$ cat src/design/integer_to_ascii_formatter_defines.svh
// ----------------------------------------------------------------------------
// integer_to_ascii_formatter assertion macros
// shared property forms for the formatter checks
// ----------------------------------------------------------------------------
`ifndef INTEGER_TO_ASCII_FORMATTER_DEFINES_SVH
`define INTEGER_TO_ASCII_FORMATTER_DEFINES_SVH

// same-cycle implication, disabled in reset
`define ITOAF_ASSERT_NOW(lbl, clk, rst, ante, cons) \
   lbl: assert property (@(posedge clk) disable iff (rst) (ante) |-> (cons)) \
      else $error("itoaf check failed");

// next-cycle implication, disabled in reset
`define ITOAF_ASSERT_NEXT(lbl, clk, rst, ante, cons) \
   lbl: assert property (@(posedge clk) disable iff (rst) (ante) |=> (cons)) \
      else $error("itoaf check failed");

`endif

$ cat src/design/itoaf_pkg.sv
// ----------------------------------------------------------------------------
// itoaf_pkg
// types, constants and microcode table of the integer to ascii formatter
// ----------------------------------------------------------------------------
`default_nettype none

package itoaf_pkg;

   localparam int VALUE_W    = 32;
   localparam int DEC_DIGITS = 10;
   localparam int HEX_DIGITS = 8;
   localparam int DIG_W      = DEC_DIGITS * 4;
   localparam int CNT_W      = 4;
   localparam int IT_W       = 5;

   localparam logic [7:0] CHAR_ZERO  = 8'h30;
   localparam logic [7:0] CHAR_MINUS = 8'h2d;
   localparam logic [7:0] HEX_GAP    = 8'd7;
   localparam logic [3:0] NIB_NINE   = 4'd9;
   localparam logic [3:0] NIB_FIVE   = 4'd5;
   localparam logic [3:0] NIB_THREE  = 4'd3;

   localparam logic CMD_DEC = 1'b0;
   localparam logic CMD_HEX = 1'b1;

   typedef logic [2:0] step_type;

   localparam step_type STEP_WAIT     = 3'd0;
   localparam step_type STEP_DISPATCH = 3'd1;
   localparam step_type STEP_DABBLE   = 3'd2;
   localparam step_type STEP_SKIP     = 3'd3;
   localparam step_type STEP_SIGN     = 3'd4;
   localparam step_type STEP_EMIT     = 3'd5;
   localparam step_type STEP_DONE     = 3'd6;

   typedef enum logic [2:0] {
      OP_NOP    = 3'd0,
      OP_LOAD   = 3'd1,
      OP_DABBLE = 3'd2,
      OP_SKIP   = 3'd3,
      OP_SIGN   = 3'd4,
      OP_EMIT   = 3'd5
   } op_type;

   typedef enum logic [1:0] {
      HOLD_NONE = 2'd0,
      HOLD_REQ  = 2'd1,
      HOLD_OUT  = 2'd2
   } hold_type;

   typedef enum logic [2:0] {
      JMP_NEVER     = 3'd0,
      JMP_ALWAYS    = 3'd1,
      JMP_HEX       = 3'd2,
      JMP_IT_MORE   = 3'd3,
      JMP_SKIP_MORE = 3'd4,
      JMP_CHAR_MORE = 3'd5
   } jump_type;

   typedef struct packed {
      op_type   op;
      hold_type hold;
      jump_type jump;
      step_type target;
   } ctrl_word_type;

   typedef struct packed {
      logic req_xfer;
      logic out_free;
      logic hex;
      logic it_more;
      logic skip_more;
      logic char_more;
   } status_type;

   function automatic ctrl_word_type microcode(input step_type step);
      ctrl_word_type cw;
      cw = '{op: OP_NOP, hold: HOLD_NONE, jump: JMP_ALWAYS, target: STEP_WAIT};
      case (step)
         STEP_WAIT: begin
            cw = '{op: OP_LOAD, hold: HOLD_REQ, jump: JMP_NEVER, target: STEP_WAIT};
         end
         STEP_DISPATCH: begin
            cw = '{op: OP_NOP, hold: HOLD_NONE, jump: JMP_HEX, target: STEP_SKIP};
         end
         STEP_DABBLE: begin
            cw = '{op: OP_DABBLE, hold: HOLD_NONE, jump: JMP_IT_MORE,
                   target: STEP_DABBLE};
         end
         STEP_SKIP: begin
            cw = '{op: OP_SKIP, hold: HOLD_NONE, jump: JMP_SKIP_MORE,
                   target: STEP_SKIP};
         end
         STEP_SIGN: begin
            cw = '{op: OP_SIGN, hold: HOLD_OUT, jump: JMP_NEVER, target: STEP_WAIT};
         end
         STEP_EMIT: begin
            cw = '{op: OP_EMIT, hold: HOLD_OUT, jump: JMP_CHAR_MORE,
                   target: STEP_EMIT};
         end
         STEP_DONE: begin
            cw = '{op: OP_NOP, hold: HOLD_NONE, jump: JMP_ALWAYS, target: STEP_WAIT};
         end
         default: begin
            cw = '{op: OP_NOP, hold: HOLD_NONE, jump: JMP_ALWAYS, target: STEP_WAIT};
         end
      endcase
      return cw;
   endfunction

   function automatic logic [7:0] nib_to_ascii(input logic [3:0] nib);
      logic [7:0] c;
      c = {4'h0, nib} + CHAR_ZERO;
      if (nib > NIB_NINE) begin
         c = c + HEX_GAP;
      end
      return c;
   endfunction

endpackage

`default_nettype wire

$ cat src/design/integer_to_ascii_formatter.sv
// ----------------------------------------------------------------------------
// integer_to_ascii_formatter
// prints a 32-bit value as signed decimal or uppercase hex ascii text
// ----------------------------------------------------------------------------
// One value is taken at a time and printed one character per rsp transfer,
// most significant first, no leading zeros, tlast on the final character.
// Decimal mode works through these steps: one to take the value, one dispatch
// step, 32 steps of the bit-serial shift-add-3 converter, one step per skipped
// leading zero, one sign step, one step per character, and one closing step;
// the skipped zeros and characters together cover every digit position. Hex
// mode skips the converter, its skipped zeros and characters likewise covering
// every hex digit. A character that waits in the output register holds the
// sign step or a due character step until rsp_tready takes it. The next
// value is taken once the last character sits in the output register.
`default_nettype none

`include "integer_to_ascii_formatter_defines.svh"

module integer_to_ascii_formatter (
   input  wire         clock,
   input  wire         reset,
   input  wire         req_tvalid,
   output logic        req_tready,
   input  wire  [31:0] req_tdata,   // [31:0] value
   input  wire         req_tuser,   // [0] command: 0 signed decimal, 1 hex
   output logic        rsp_tvalid,
   input  wire         rsp_tready,
   output logic [7:0]  rsp_tdata,   // [7:0] character
   output logic        rsp_tlast
);

   itoaf_pkg::ctrl_word_type cw;
   itoaf_pkg::status_type    status;
   logic                     req_xfer;

   assign req_tready = (cw.hold == itoaf_pkg::HOLD_REQ);
   assign req_xfer   = req_tvalid & req_tready;

   itoaf_seq u_seq (
      .clock  (clock),
      .reset  (reset),
      .status (status),
      .cw     (cw)
   );

   itoaf_dp u_dp (
      .clock       (clock),
      .reset       (reset),
      .cw          (cw),
      .req_xfer    (req_xfer),
      .req_command (req_tuser),
      .req_value   (req_tdata),
      .rsp_tready  (rsp_tready),
      .rsp_tvalid  (rsp_tvalid),
      .rsp_tdata   (rsp_tdata),
      .rsp_tlast   (rsp_tlast),
      .status      (status)
   );

   `ITOAF_ASSERT_NEXT(a_busy_after_take, clock, reset, req_xfer, !req_tready)
   `ITOAF_ASSERT_NOW(a_char_legal, clock, reset, rsp_tvalid,
      (rsp_tdata >= 8'h30 && rsp_tdata <= 8'h39) ||
      (rsp_tdata >= 8'h41 && rsp_tdata <= 8'h46) ||
      (rsp_tdata == itoaf_pkg::CHAR_MINUS))
   `ITOAF_ASSERT_NOW(a_minus_not_last, clock, reset,
      rsp_tvalid && (rsp_tdata == itoaf_pkg::CHAR_MINUS), !rsp_tlast)

endmodule

`default_nettype wire

$ cat src/design/itoaf_seq.sv
// ----------------------------------------------------------------------------
// itoaf_seq
// step counter and microcode lookup with hold and conditional jump
// ----------------------------------------------------------------------------
`default_nettype none

module itoaf_seq (
   input  wire                       clock,
   input  wire                       reset,
   input  itoaf_pkg::status_type     status,
   output itoaf_pkg::ctrl_word_type  cw
);

   itoaf_pkg::step_type pc_ff;
   itoaf_pkg::step_type pc_in;
   logic                done;
   logic                take;

   assign cw = itoaf_pkg::microcode(pc_ff);

   always_comb begin
      case (cw.hold)
         itoaf_pkg::HOLD_NONE: done = 1'b1;
         itoaf_pkg::HOLD_REQ:  done = status.req_xfer;
         itoaf_pkg::HOLD_OUT:  done = status.out_free;
         default:              done = 1'b1;
      endcase
   end

   always_comb begin
      case (cw.jump)
         itoaf_pkg::JMP_NEVER:     take = 1'b0;
         itoaf_pkg::JMP_ALWAYS:    take = 1'b1;
         itoaf_pkg::JMP_HEX:       take = status.hex;
         itoaf_pkg::JMP_IT_MORE:   take = status.it_more;
         itoaf_pkg::JMP_SKIP_MORE: take = status.skip_more;
         itoaf_pkg::JMP_CHAR_MORE: take = status.char_more;
         default:                  take = 1'b0;
      endcase
   end

   always_comb begin
      pc_in = pc_ff;
      if (done) begin
         pc_in = take ? cw.target : pc_ff + 3'd1;
      end
   end

   always_ff @(posedge clock) begin
      if (reset) begin
         pc_ff <= itoaf_pkg::STEP_WAIT;
      end else begin
         pc_ff <= pc_in;
      end
   end

endmodule

`default_nettype wire

$ cat src/design/itoaf_dp.sv
// ----------------------------------------------------------------------------
// itoaf_dp
// magnitude, digit shift register, shift-add-3 converter and output register
// ----------------------------------------------------------------------------
`default_nettype none

module itoaf_dp (
   input  wire                                 clock,
   input  wire                                 reset,
   input  itoaf_pkg::ctrl_word_type            cw,
   input  wire                                 req_xfer,
   input  wire                                 req_command,
   input  wire [itoaf_pkg::VALUE_W-1:0]        req_value,
   input  wire                                 rsp_tready,
   output logic                                rsp_tvalid,
   output logic [7:0]                          rsp_tdata,
   output logic                                rsp_tlast,
   output itoaf_pkg::status_type               status
);

   logic [itoaf_pkg::VALUE_W-1:0] mag_ff, mag_in;
   logic [itoaf_pkg::DIG_W-1:0]   dig_ff, dig_in;
   logic [itoaf_pkg::DIG_W-1:0]   adj;
   logic [itoaf_pkg::CNT_W-1:0]   cnt_ff, cnt_in;
   logic [itoaf_pkg::IT_W-1:0]    it_ff, it_in;
   logic                          neg_ff, neg_in;
   logic                          hex_ff, hex_in;
   logic                          ov_ff, ov_in;
   logic [7:0]                    od_ff, od_in;
   logic                          ol_ff, ol_in;
   logic                          out_free;
   logic                          is_neg;
   logic [3:0]                    top_nib;

   assign out_free = ~ov_ff | rsp_tready;
   assign top_nib  = dig_ff[itoaf_pkg::DIG_W-1 -: 4];
   assign is_neg   = (req_command == itoaf_pkg::CMD_DEC) & req_value[itoaf_pkg::VALUE_W-1];

   assign status.req_xfer  = req_xfer;
   assign status.out_free  = out_free;
   assign status.hex       = hex_ff;
   assign status.it_more   = (it_ff != '0);
   assign status.skip_more = (top_nib == 4'h0) && (cnt_ff != itoaf_pkg::CNT_W'(1));
   assign status.char_more = (cnt_ff != itoaf_pkg::CNT_W'(1));

   // add three to every bcd digit of five or more
   always_comb begin
      for (int i = 0; i < itoaf_pkg::DEC_DIGITS; i++) begin
         adj[i*4 +: 4] = (dig_ff[i*4 +: 4] >= itoaf_pkg::NIB_FIVE) ?
                         dig_ff[i*4 +: 4] + itoaf_pkg::NIB_THREE : dig_ff[i*4 +: 4];
      end
   end

   always_comb begin
      mag_in = mag_ff;
      dig_in = dig_ff;
      cnt_in = cnt_ff;
      it_in  = it_ff;
      neg_in = neg_ff;
      hex_in = hex_ff;
      ov_in  = ov_ff & ~rsp_tready;
      od_in  = od_ff;
      ol_in  = ol_ff;
      case (cw.op)
         itoaf_pkg::OP_LOAD: begin
            if (req_xfer) begin
               hex_in = req_command;
               neg_in = is_neg;
               mag_in = is_neg ? (~req_value) + itoaf_pkg::VALUE_W'(1) : req_value;
               it_in  = itoaf_pkg::IT_W'(itoaf_pkg::VALUE_W - 1);
               if (req_command == itoaf_pkg::CMD_HEX) begin
                  dig_in = {req_value, {(itoaf_pkg::DIG_W - itoaf_pkg::VALUE_W){1'b0}}};
                  cnt_in = itoaf_pkg::CNT_W'(itoaf_pkg::HEX_DIGITS);
               end else begin
                  dig_in = '0;
                  cnt_in = itoaf_pkg::CNT_W'(itoaf_pkg::DEC_DIGITS);
               end
            end
         end
         itoaf_pkg::OP_DABBLE: begin
            dig_in = {adj[itoaf_pkg::DIG_W-2:0], mag_ff[itoaf_pkg::VALUE_W-1]};
            mag_in = {mag_ff[itoaf_pkg::VALUE_W-2:0], 1'b0};
            it_in  = it_ff - itoaf_pkg::IT_W'(1);
         end
         itoaf_pkg::OP_SKIP: begin
            if (status.skip_more) begin
               dig_in = {dig_ff[itoaf_pkg::DIG_W-5:0], 4'h0};
               cnt_in = cnt_ff - itoaf_pkg::CNT_W'(1);
            end
         end
         itoaf_pkg::OP_SIGN: begin
            if (out_free && neg_ff) begin
               ov_in = 1'b1;
               od_in = itoaf_pkg::CHAR_MINUS;
               ol_in = 1'b0;
            end
         end
         itoaf_pkg::OP_EMIT: begin
            if (out_free) begin
               ov_in  = 1'b1;
               od_in  = itoaf_pkg::nib_to_ascii(top_nib);
               ol_in  = (cnt_ff == itoaf_pkg::CNT_W'(1));
               dig_in = {dig_ff[itoaf_pkg::DIG_W-5:0], 4'h0};
               cnt_in = cnt_ff - itoaf_pkg::CNT_W'(1);
            end
         end
         default: begin
         end
      endcase
   end

   always_ff @(posedge clock) begin
      if (reset) begin
         ov_ff <= 1'b0;
      end else begin
         ov_ff <= ov_in;
      end
   end

   always_ff @(posedge clock) begin
      mag_ff <= mag_in;
      dig_ff <= dig_in;
      cnt_ff <= cnt_in;
      it_ff  <= it_in;
      neg_ff <= neg_in;
      hex_ff <= hex_in;
      od_ff  <= od_in;
      ol_ff  <= ol_in;
   end

   assign rsp_tvalid = ov_ff;
   assign rsp_tdata  = od_ff;
   assign rsp_tlast  = ol_ff;

endmodule

`default_nettype wire
$ cat config.mk
export PLATFORM = sky130hd
export DESIGN_NAME = integer_to_ascii_formatter
export DESIGN_NICKNAME = d
export VERILOG_FILES = /design/src/design/itoaf_pkg.sv /design/src/design/integer_to_ascii_formatter.sv /design/src/design/itoaf_seq.sv /design/src/design/itoaf_dp.sv
export VERILOG_INCLUDE_DIRS = /design/src /design/src/design
export SDC_FILE = /design/constraint.sdc
export NUM_CORES = 1
export LEC_CHECK = 0
export BUFFER_PORTS_ARGS = -buffer_cell sky130_fd_sc_hd__buf_2
export CAP_MARGIN = 0
export CELL_PAD_IN_SITES_DETAIL_PLACEMENT = 0
export CELL_PAD_IN_SITES_GLOBAL_PLACEMENT = 1
export CORE_ASPECT_RATIO = 0.8
export CORE_UTILIZATION = 30
export DETAILED_ROUTE_END_ITERATION = 7
export PLACE_DENSITY = 0.62
export SYNTH_ARGS = -nofsm -noshare
export SYNTH_HDL_FRONTEND = slang
export SYNTH_HIERARCHICAL = 1
export SYNTH_SLANG_ARGS = --single-unit
export TNS_END_PERCENT = 100
$ cat constraint.sdc
create_clock -name clock -period 16.15 [get_ports clock]
set_clock_uncertainty 0.1 [all_clocks]
set_input_delay 1.615 -clock clock [delete_from_list [all_inputs] [get_ports clock]]
set_output_delay 1.615 -clock clock [all_outputs]
set_load 0.005 [all_outputs]
; ---- Yosys cells after proc, flatten, opt, wreduce, memory -nomap -nowiden
; Index checks and enable logic that the tools add are counted.
[word_totals]
ff_bits = 96
output_inout_bits = 11
word_cells = 121
[op_classes]
addsub = 16
n_lt_le_gt_ge = 11
eq_ne = 23
mux = 39
bitwise = 8
reduce_logical = 14
[op_table]
columns = op, count
row1 = 40-bit two-way mux, 4
row2 = 40-bit case mux with 4 select lines, 1
row3 = 11-bit case mux with 6 select lines, 1
row4 = 32-bit two-way mux, 2
row5 = 32-bit case mux with 2 select lines, 1
row6 = 4-bit two-way mux, 12
row7 = 4-bit by 3-bit >= comparator with 1-bit output (second input constant), 10
row8 = 4-bit by 2-bit adder with 4-bit output (second input constant), 9
row9 = 32-bit by 1-bit adder with 32-bit output (second input constant), 1
row10 = 32-bit NOT, 1
row11 = 8-bit two-way mux, 3
row12 = 3-bit by 2-bit == test with 1-bit output (second input constant), 6
row13 = 3-bit == test (second input constant), 6
row14 = 8-bit case mux with 2 select lines, 1
row15 = 4-bit case mux with 3 select lines, 1
row16 = 5-bit case mux with 2 select lines, 1
row17 = 3-bit by 1-bit == test with 1-bit output (second input constant), 3
row18 = 8-bit by 3-bit adder with 8-bit output (second input constant), 1
row19 = 4-bit AND reduction, 2
row20 = 4-bit by 6-bit adder with 7-bit output (second input constant), 1
row21 = 3-bit two-way mux, 2
row22 = 1-bit case mux with 2 select lines, 3
row23 = 5-bit two-way mux, 1
row24 = 1-bit case mux with 5 select lines, 1
row25 = 25 further kinds, 37

; ---- Longest topological paths before layout
[logic_depth]
word_depth = 6
depth_mapped = 14

; ---- By module
; The synthesis kept the hierarchy.
[by_module_without_submodules]
columns = module, n_inst, cells_each, area_per_inst_um2
row1 = itoaf_dp, 1, 590, 5715.5
row2 = itoaf_seq, 1, 63, 493.0
row3 = integer_to_ascii_formatter, 1, 2, 15.0

; ---- Worst setup path after synthesis
; Ideal clock, no wire load.
[synth_timing]
path_kind = register -> register
from = reg u_seq.pc_ff[0]
to = reg u_dp/dig_ff[0] (netlist bit), enable pin
setup_time_ps = 493
arrival_time_ps = 4584
setup_slack_ps = 10973
path_stages_with_launch = 9
period_less_slack_ps = 5177
path_cell_list = dfxtp_1 > buf_2 > inv_1 > ha_1 > or4_1 > o211ai_2 > nand2_1 > nor2b_1 > o21ai_0
[synth_rtl]
columns = item, line
row1 = "start, declared", itoaf_seq.sv:14  ; itoaf_pkg::step_type pc_ff;
row2 = "start signal, assigned", itoaf_seq.sv:51  ; pc_ff <= itoaf_pkg::STEP_WAIT;
row3 = "start signal, assigned", itoaf_seq.sv:53  ; pc_ff <= pc_in;
row4 = "end signal, assigned", itoaf_dp.sv:122  ; dig_ff <= dig_in;
row5 = "end, declared", itoaf_dp.sv:22  ; logic [itoaf_pkg::DIG_W-1:0] dig_ff, dig_in;

==> results.txt <==
The flow ran to the end, and the final reports show no timing, DRC or antenna violations. The count of buffers added on input and output ports is 46. Entering global routing, the biggest net connects 69 pins. The library cells used most frequently in the layout, excluding fill and tap cells, are 91 x edfxtp_1, 69 x nor2_1, 53 x nand2_1, 53 x o21ai_0, 52 x a21oi_1.

The longest clock path from root to sink contains 2 buffers. The fraction of final layout cells sized beyond drive strength 1 is 12.7%. The worst setup path is of the reg -> reg kind. In the routed design, unresolved DRC markers number 0. The worst hold path belongs to the class reg -> reg. Counting cells, the worst reg-to-reg path comes to 7.

Post-CTS repair changed the size of 0 cells. The synthesized netlist occupies a cell area of 0.00622 mm². Number of maximum-capacitance constraint violations: 0.

Counting every sink on the clock net gives 95. The tools report the net count reported at finish as 748. After filler insertion, the fill cell instance count of the layout stands at 2037. In this run the vertical extent of the chip is 131 µm. The final-report max-slew violation count was 0; the average cell area after synthesis was 9.52 µm². After global routing the overflow that remains totals 0.

TritonCTS created 9 clock buffers. Headroom to the max-slew limit came out at 35.4%. Worst-margin pin slew: 0.966 ns.

For the final worst hold slack, the log shows 0.430 ns. The capturing element type of the critical path was a flip-flop. The number of nets in the synthesized netlist came out at 720. The tools report the number of antenna violations at the first check in global routing as 2. In this run the clock root is driven by a clkbuf_16. The number of setup buffers added after CTS is 0.

The tools report the via count of the first global-routing pass as 4685. The area enclosed by the die boundary is 0.0213 mm², and the required arrival time at the worst endpoint is 16.02 ns. 48 I/O pins were placed. Critical path arrival: 3.88 ns. The clock reaches the later pin of the worst-skew pair after 0.35 ns.

Setup repair after global routing left no endpoint under its margin. The library cell used most frequently in the layout, excluding fill and tap cells, is edfxtp_1. Detailed placement ended at an HPWL of 10.3 mm.

Total routing resource utilization after global routing: 14.6%. Placer congestion estimate: 0.796. The worst path in the final design needs a cycle of 4.01 ns, including I/O delays and setup. For this design the ratio of total power to cell area is 172 mW/mm². Measured along the x axis, the die boundary spans 163 µm. The worst setup path is launched from a flip-flop. Iteration-0 DRC count of the detailed router: 384. For the Yosys warning count, the log shows 6. Summed over all layers, the routed wires come to 14.8 mm. The initial utilization of the core area, before any placement, comes to 30.9%. The worst hold path passes through 2 cells. Dividing the detail-routed via count by the number of cells gives 5.14. The routed length per placed instance was 15.6 µm. The first global-routing pass estimated 24.4 mm of wire. The run gives 0 as the final hold violation count. The maximum net fanout on the critical path was 49. The number of failing setup endpoints in the final timing report was 0; the total leakage power was 2.50 nW. The logs give 653 for the instance count of the mapped netlist and 46 for the total number of placement rows. The clock transition time at the flip-flop clock pins of the worst setup and hold paths is 0.07 ns. For this run, the detailed router's first-pass iteration total came to 5. Peak supply drop: 0.0000773 V. Hold repair after CTS inserted 0 buffers.

The routed layout has 4892 vias. The tools report the setup TNS as 0 ns. TritonCTS built the clock tree. After layout, the worst path uses 24.9% of the clock period. Number of H-tree branching levels: 3. The remaining antenna violation count after routing is 0, and the area of the core is 0.0201 mm². From synthesis to final layout, the design area changed by 11.9%. Derived from the worst setup path, the maximum achievable clock frequency is 0.249 GHz.
[worst paths after layout]
kind / from / slack (ns) / end
worst min register to register: u_dp/mag_ff[17] / 0.43 / u_dp/mag_ff[18]
worst max-delay path: u_seq/pc_ff[0] / 12.14 / u_dp/it_ff[1]
worst max register to register: u_seq/pc_ff[0] / 12.14 / u_dp/it_ff[1]
worst min-delay path: u_dp/mag_ff[17] / 0.43 / u_dp/mag_ff[18]
[registers in the layout (all words and copies together), names as in the netlist]
name and cells:
u_dp/cnt_ff 4, u_dp/dig_ff 40, u_dp/hex_ff 1, u_dp/it_ff 5
u_dp/mag_ff 32, u_dp/neg_ff 1, u_dp/rsp_tdata 7, u_dp/rsp_tlast 1
u_dp/rsp_tvalid 1, u_seq/pc_ff 3
[power breakdown]
group          leakage, nW  internal (mW)  switching [mW]
combinational         1.51          0.189           0.324
clock                0.124          0.104          0.0942
sequential           0.867          0.416          0.0682
[routing by layer]
layer  share of wire [%]  wire length [µm]  global-route usage, %  vias up
li1                    -                 -                      -     2442
met1                  52              7640                   21.1     2343
met5                   0                 0                      0        -
met2                  43              6390                   21.6       98
met4                0.69               102                   3.08        0
met3                 4.7               698                   4.14        9
[final cells by class]
cell class / instances / area (µm²) / area share [%]
clock inverter: 6 / 37.5 / 0.539
antenna: 2 / 5.00 / 0.0719
clock buffer: 10 / 229 / 3.29
inverter: 41 / 156 / 2.25
sequential: 95 / 2810 / 40.4
multi-input combinational: 482 / 3110 / 44.7
tap: 264 / 330 / 4.75
timing repair buffer: 52 / 275 / 3.96
[per-stage QoR]
step / instances / total power, mW / utilization [%] / cell area, µm² / worst slack (ns)
detailed placement: 934 / 1.01 / 33.3 / 6690 / 12.11
global route: 950 / 1.30 / 34.6 / 6950 / 11.85
finish: 952 / 1.20 / 34.6 / 6960 / 12.14
floorplan: 653 / 0.867 / - / 6220 / 10.97
CTS: 950 / 1.21 / 34.6 / 6950 / 12.08
global placement: 934 / 0.991 / 33.3 / 6690 / 12.18
[critical path, cell delays in order (launching register included)]
cell and delay (ns):
dfxtp_1 0.42, ha_1 0.33, ha_1 0.24, or4_1 0.50
o211ai_2 0.15, nand2_1 0.23, nor2_4 0.80, or2_2 0.83
Power figures use the tool's default switching activity.
